<file path="config.mk">
export PLATFORM = sky130hd
export DESIGN_NAME = srie_exec
export DESIGN_NICKNAME = d
export VERILOG_FILES = /design/src/hdl/srie_pkg.sv /design/src/hdl/srie_exec.sv
export SDC_FILE = /design/constraint.sdc
export NUM_CORES = 2
export LEC_CHECK = 0
export BUFFER_PORTS_ARGS = -buffer_cell sky130_fd_sc_hd__buf_2
export CAP_MARGIN = 5
export CORE_ASPECT_RATIO = 1.2
export CORE_MARGIN = 8
export CORE_UTILIZATION = 45
export DETAILED_ROUTE_END_ITERATION = 12
export PLACE_DENSITY = 0.59
export SYNTH_ARGS = -nofsm -noshare
export SYNTH_HDL_FRONTEND = slang
export SYNTH_SLANG_ARGS = --single-unit
</file>
<file path="constraint.sdc">
create_clock -name vclk -period 16.95
set_clock_uncertainty 0.05 [all_clocks]
set_input_delay 0.8475 -clock vclk [all_inputs]
set_output_delay 0.8475 -clock vclk [all_outputs]
set_load 0.01 [all_outputs]
</file>
<file path="src/hdl/srie_pkg.sv">
// Shared constants, codes and types of the small RISC instruction executor.
package srie_pkg;

   // Memory size must be a power of two; addresses wrap by dropping high bits.
   localparam int MEM_WORDS = 1024;
   localparam int PC_W      = $clog2(MEM_WORDS);
   localparam int NUM_REGS  = 32;
   localparam int REG_W     = $clog2(NUM_REGS);
   localparam int XLEN      = 32;

   localparam int ACTION_W  = 2;
   localparam int ADDR_W    = 10;
   localparam int OUT_PC_W  = 10;

   // Result queue entries; the queue pointers are one bit wide.
   localparam int Q_DEPTH   = 2;

   typedef logic [ACTION_W-1:0] action_type;

   localparam action_type ACT_WRITE   = 2'd0;
   localparam action_type ACT_STEP    = 2'd1;
   localparam action_type ACT_RESTART = 2'd2;

   typedef logic [5:0] opcode_type;

   localparam opcode_type OP_ADD  = 6'd0;
   localparam opcode_type OP_ADDI = 6'd1;
   localparam opcode_type OP_SUB  = 6'd2;
   localparam opcode_type OP_SUBI = 6'd3;
   localparam opcode_type OP_SGE  = 6'd4;
   localparam opcode_type OP_SGT  = 6'd5;
   localparam opcode_type OP_SEQ  = 6'd6;
   localparam opcode_type OP_BT   = 6'd7;
   localparam opcode_type OP_BF   = 6'd8;
   localparam opcode_type OP_BA   = 6'd9;
   localparam opcode_type OP_ST   = 6'd10;
   localparam opcode_type OP_LD   = 6'd11;
   localparam opcode_type OP_CALL = 6'd12;
   localparam opcode_type OP_JMP  = 6'd13;
   localparam opcode_type OP_MUL  = 6'd14;
   localparam opcode_type OP_SEQI = 6'd15;
   localparam opcode_type OP_HALT = 6'd16;

   localparam logic [REG_W-1:0] REG_ZERO = 5'd0;
   localparam logic [REG_W-1:0] REG_LINK = 5'd31;

   // Outcome of one executed instruction.
   typedef struct packed {
      logic [PC_W-1:0]  npc;
      logic             wb;
      logic [REG_W-1:0] widx;
      logic [XLEN-1:0]  wval;
      logic             halt;
      logic             bad;
      logic             is_ld;
      logic             is_st;
      logic [PC_W-1:0]  maddr;
   } exec_type;

   // One result word as it waits in the output queue.
   typedef struct packed {
      logic [OUT_PC_W-1:0] next_pc;
      logic                halted;
      logic                illegal;
      logic                reg_written;
      logic [REG_W-1:0]    reg_index;
      logic [XLEN-1:0]     reg_value;
   } result_type;

endpackage

</file>
<file path="src/hdl/srie_exec.sv">
// Instruction decode and execute: ALU, compares, branch targets, load/store address.
module srie_exec (
   input  logic [srie_pkg::XLEN-1:0] ins,
   input  logic [srie_pkg::XLEN-1:0] src1,
   input  logic [srie_pkg::XLEN-1:0] src2,
   input  logic [srie_pkg::PC_W-1:0] pc,
   output srie_pkg::exec_type        ex
);

   srie_pkg::opcode_type        op;
   logic [srie_pkg::XLEN-1:0]   imm_ext;
   logic [srie_pkg::XLEN-1:0]   addr_sum;
   logic [2*srie_pkg::XLEN-1:0] product;
   logic                        wb_raw;

   assign op       = ins[31:26];
   assign imm_ext  = {{16{ins[15]}}, ins[15:0]};
   assign addr_sum = src1 + imm_ext;
   assign product  = src1 * src2;

   always_comb begin
      ex       = '0;
      wb_raw   = 1'b1;
      ex.npc   = pc + srie_pkg::PC_W'(1);
      ex.widx  = ins[25:21];
      ex.maddr = addr_sum[srie_pkg::PC_W-1:0];
      unique case (op)
         srie_pkg::OP_ADD:  ex.wval = src1 + src2;
         srie_pkg::OP_ADDI: ex.wval = src1 + imm_ext;
         srie_pkg::OP_SUB:  ex.wval = src1 - src2;
         srie_pkg::OP_SUBI: ex.wval = src1 - imm_ext;
         srie_pkg::OP_SGE:  ex.wval = {31'd0, $signed(src1) >= $signed(src2)};
         srie_pkg::OP_SGT:  ex.wval = {31'd0, $signed(src1) > $signed(src2)};
         srie_pkg::OP_SEQ:  ex.wval = {31'd0, src1 == src2};
         srie_pkg::OP_SEQI: ex.wval = {31'd0, src1 == imm_ext};
         srie_pkg::OP_MUL:  ex.wval = product[srie_pkg::XLEN-1:0];
         srie_pkg::OP_BT: begin
            wb_raw = 1'b0;
            if (src1 != '0) begin
               ex.npc = imm_ext[srie_pkg::PC_W-1:0];
            end
         end
         srie_pkg::OP_BF: begin
            wb_raw = 1'b0;
            if (src1 == '0) begin
               ex.npc = imm_ext[srie_pkg::PC_W-1:0];
            end
         end
         srie_pkg::OP_BA: begin
            wb_raw = 1'b0;
            ex.npc = imm_ext[srie_pkg::PC_W-1:0];
         end
         srie_pkg::OP_ST: begin
            wb_raw   = 1'b0;
            ex.is_st = 1'b1;
         end
         srie_pkg::OP_LD: ex.is_ld = 1'b1;
         srie_pkg::OP_CALL: begin
            // link is the old pc plus one, not wrapped
            ex.wval = srie_pkg::XLEN'(pc) + srie_pkg::XLEN'(1);
            ex.widx = srie_pkg::REG_LINK;
            ex.npc  = imm_ext[srie_pkg::PC_W-1:0];
         end
         srie_pkg::OP_JMP: begin
            wb_raw = 1'b0;
            ex.npc = src1[srie_pkg::PC_W-1:0];
         end
         srie_pkg::OP_HALT: begin
            wb_raw  = 1'b0;
            ex.halt = 1'b1;
            ex.npc  = pc;
         end
         default: begin
            // undefined opcode: stop, flag it, hold pc
            wb_raw  = 1'b0;
            ex.halt = 1'b1;
            ex.bad  = 1'b1;
            ex.npc  = pc;
         end
      endcase
      ex.wb = wb_raw && (ex.widx != srie_pkg::REG_ZERO);
   end

endmodule

</file>
==> impl_metrics.csv <==
group,metric,value,unit
status,status,"finished, final reports clean",
die,die_h,267.9,um
cts,cts_hold_buf,0,
yosys,synthSimpleGateAreaFrac,20.16,%
layout,layout_commonest_cell,"inv_1",
yosys,synth_area,23800,sq um
timing,slew_violations,0,
layout,fin_nets,3761,
place,portBuffers,163,
place,dp_slack,7.357,ns
yosys,synth-compound-area-share,16.88,%
timing,fin_ws,7.224,ns
hold_path,hold_path.class,"in2out",
layout,n_antenna_cell,0,
yosys,synthAdderAreaFrac,47.75,%
drt,post_drt_wl_per_cell,24.13,um
critical_path,start_kind,"input pin",
global_routing,gr-usage-all-layers,29.51,%
place,gp_congestion,0.9263,
yosys,ys_seq_area_share,0,%
die,start_util,45.44,%
die,ioPinCount,168,
timing,setup_violations,0,
flow_run,max_cap_viol_count,0,
hold_path,hold_start,"ins[31]",
timing,tightest_slew,0.9072,ns
die,rows,92,
global_routing,grt_pass1_wl,137800,um
layout,clock_buffers,0,
critical_path,required,16.05,ns
cts,cts_resized,0,
layout,mostFrequentLayoutCells,"481 x inv_1, 412 x fa_1, 288 x nand2_1",
yosys,synth.area.mux_share,0.4626,%
yosys,yosysTopAreaCellShare,34.66,%
global_routing,antenna_found_initial,1,
critical_path,arrival,8.83,ns
drt,drcViolationCount,0,
drt,ant_nets,0,
timing,fin_crit,9.726,ns
layout,seqCellArea,0,sq um
yosys,synth_top_area_cell,"fa_1",
die,core,52380,sq um
layout,design.seq.count,0,
critical_path,path_class,"in2out",
critical_path,crit_path_end_kind,"output pin",
critical_path,critPathMaxFanout,23,
timing,max_freq,102.8,MHz
yosys,yosys-top-cells-area,"fa_1 35%, ha_1 13%, inv_1 7.6%, and2_1 7.4%, nand2_1 4.5%",
yosys,syn_nets,3726,
place,dpl.hpwl,68860,um
hold_path,min_path_cells,3,
timing,rsz0062_at_grt,"false",
drt,wl,89220,um
global_routing,grt_remaining_overflow,0,
yosys,ys_types,96,
timing,period_share,57.38,%
critical_path,startpoint,"src1[13]",
hold_path,min_to,"ex[12]",
yosys,synthCells,2959,
die,floorplan.die_area,60530,sq um
yosys,synthXorXnorAreaFrac,4.490,%
timing,relSlewSlack,39.05,%
drt,firstDrtPassIters,5,
die,die_w,225.9,um
yosys,avgSynthCellArea,8.043,sq um
cts,cts_setup_buffers,0,
yosys,ys_warn_count,0,
timing,hold_viol,0,
global_routing,grt_pass1_vias,22930,
drt,viasPerCell,5.947,
drt,drt_iter0_markers,1977,
timing,fin_tns_setup,0,ns
drt,via_count,21990,
global_routing,grt_max_degree,35,
layout,drive_above_1_share,7.955,%
layout,synthToLayoutAreaGrowth,5.441,%
yosys,synth_top_family_by_area,"adder cells",
==> critical path: stages <==
cell	delay, ns
buf_2	0.60
and2_1	0.27
fa_1	0.42
fa_1	0.50
fa_1	0.52
inv_1	0.05
fa_1	0.47
inv_1	0.05
fa_1	0.50
inv_1	0.06
fa_1	0.53
inv_1	0.05
fa_1	0.49
fa_1	0.45
ha_1	0.39
and3_1	0.24
a31oi_1	0.20
nand2_1	0.09
a31oi_1	0.42
o31ai_1	0.22
o41ai_2	0.40
xor2_1	0.37
o221ai_1	0.19
a211o_1	0.32
buf_2	0.15
==> worst max-delay path by stage <==
stage	end	slack, ns
5_1_grt	ex[43]	6.98
3_5_place_dp	ex[43]	7.36
6_report	ex[43]	7.22
3_3_place_gp	ex[42]	7.44
4_1_cts	ex[43]	7.32
2_1_floorplan	ex[43]	8.55
==> logic make-up after synthesis <==
| group | count (synthesis) |
|---|---|
| multiplexers | 11 |
| AO/OA/AOI/OAI | 571 |
| buffers and inverters | 642 |
| adder cells (fa/ha/maj) | 661 |
| XOR/XNOR | 122 |
| AND/OR/NAND/NOR | 952 |
==> stage by stage <==
stage	cell area [sq um]	hold WS, ns	instances	util [%]
floorplan	23800	1.747	2959	-
global placement	25090	1.922	3697	47.91
detailed placement	25090	1.932	3697	47.91
CTS	25090	1.932	3697	47.91
global route	25090	1.950	3697	47.91
finish	25090	1.928	3697	47.91
==> area by class of cell <==
cell class	count	area, sq um
Fill cell	5212	27280
Inverter	483	1813
Multi-Input combinational cell	2317	21370
Tap cell	705	882.1
Timing Repair Buffer	192	1033
==> synth_stat cells, types with 13 or more instances <==
master	instances
nor2b_1	31
nand2b_1	26
ha_1	249
nor4_1	24
nand3_1	46
clkbuf_1	134
a211oi_1	22
a21o_1	32
nand4_1	17
inv_1	481
nor2_1	157
buf_2	19
a22oi_1	14
nor3_1	31
fa_1	412
o21bai_1	33
nand2_1	288
o221ai_1	18
o22ai_1	26
xor2_1	29
o21ai_0	96
o21a_1	13
a221o_1	17
a21oi_1	132
xnor2_1	93
a221oi_1	20
and2_1	281
a31oi_1	18
==> per-layer routing <==
metal / wire length (um) / GRT usage [%] / vias to the layer above
met4: 5612 / 15.33 / 2
met2: 44080 / 51.75 / 931
met3: 5522 / 3.067 / 254
met5: 11 / 0 / -
li1: - / - / 9721
met1: 33990 / 35.52 / 11080
Power is not shown: default switching activity piles up to over one toggle a cycle in this logic, so the estimate is an artifact.
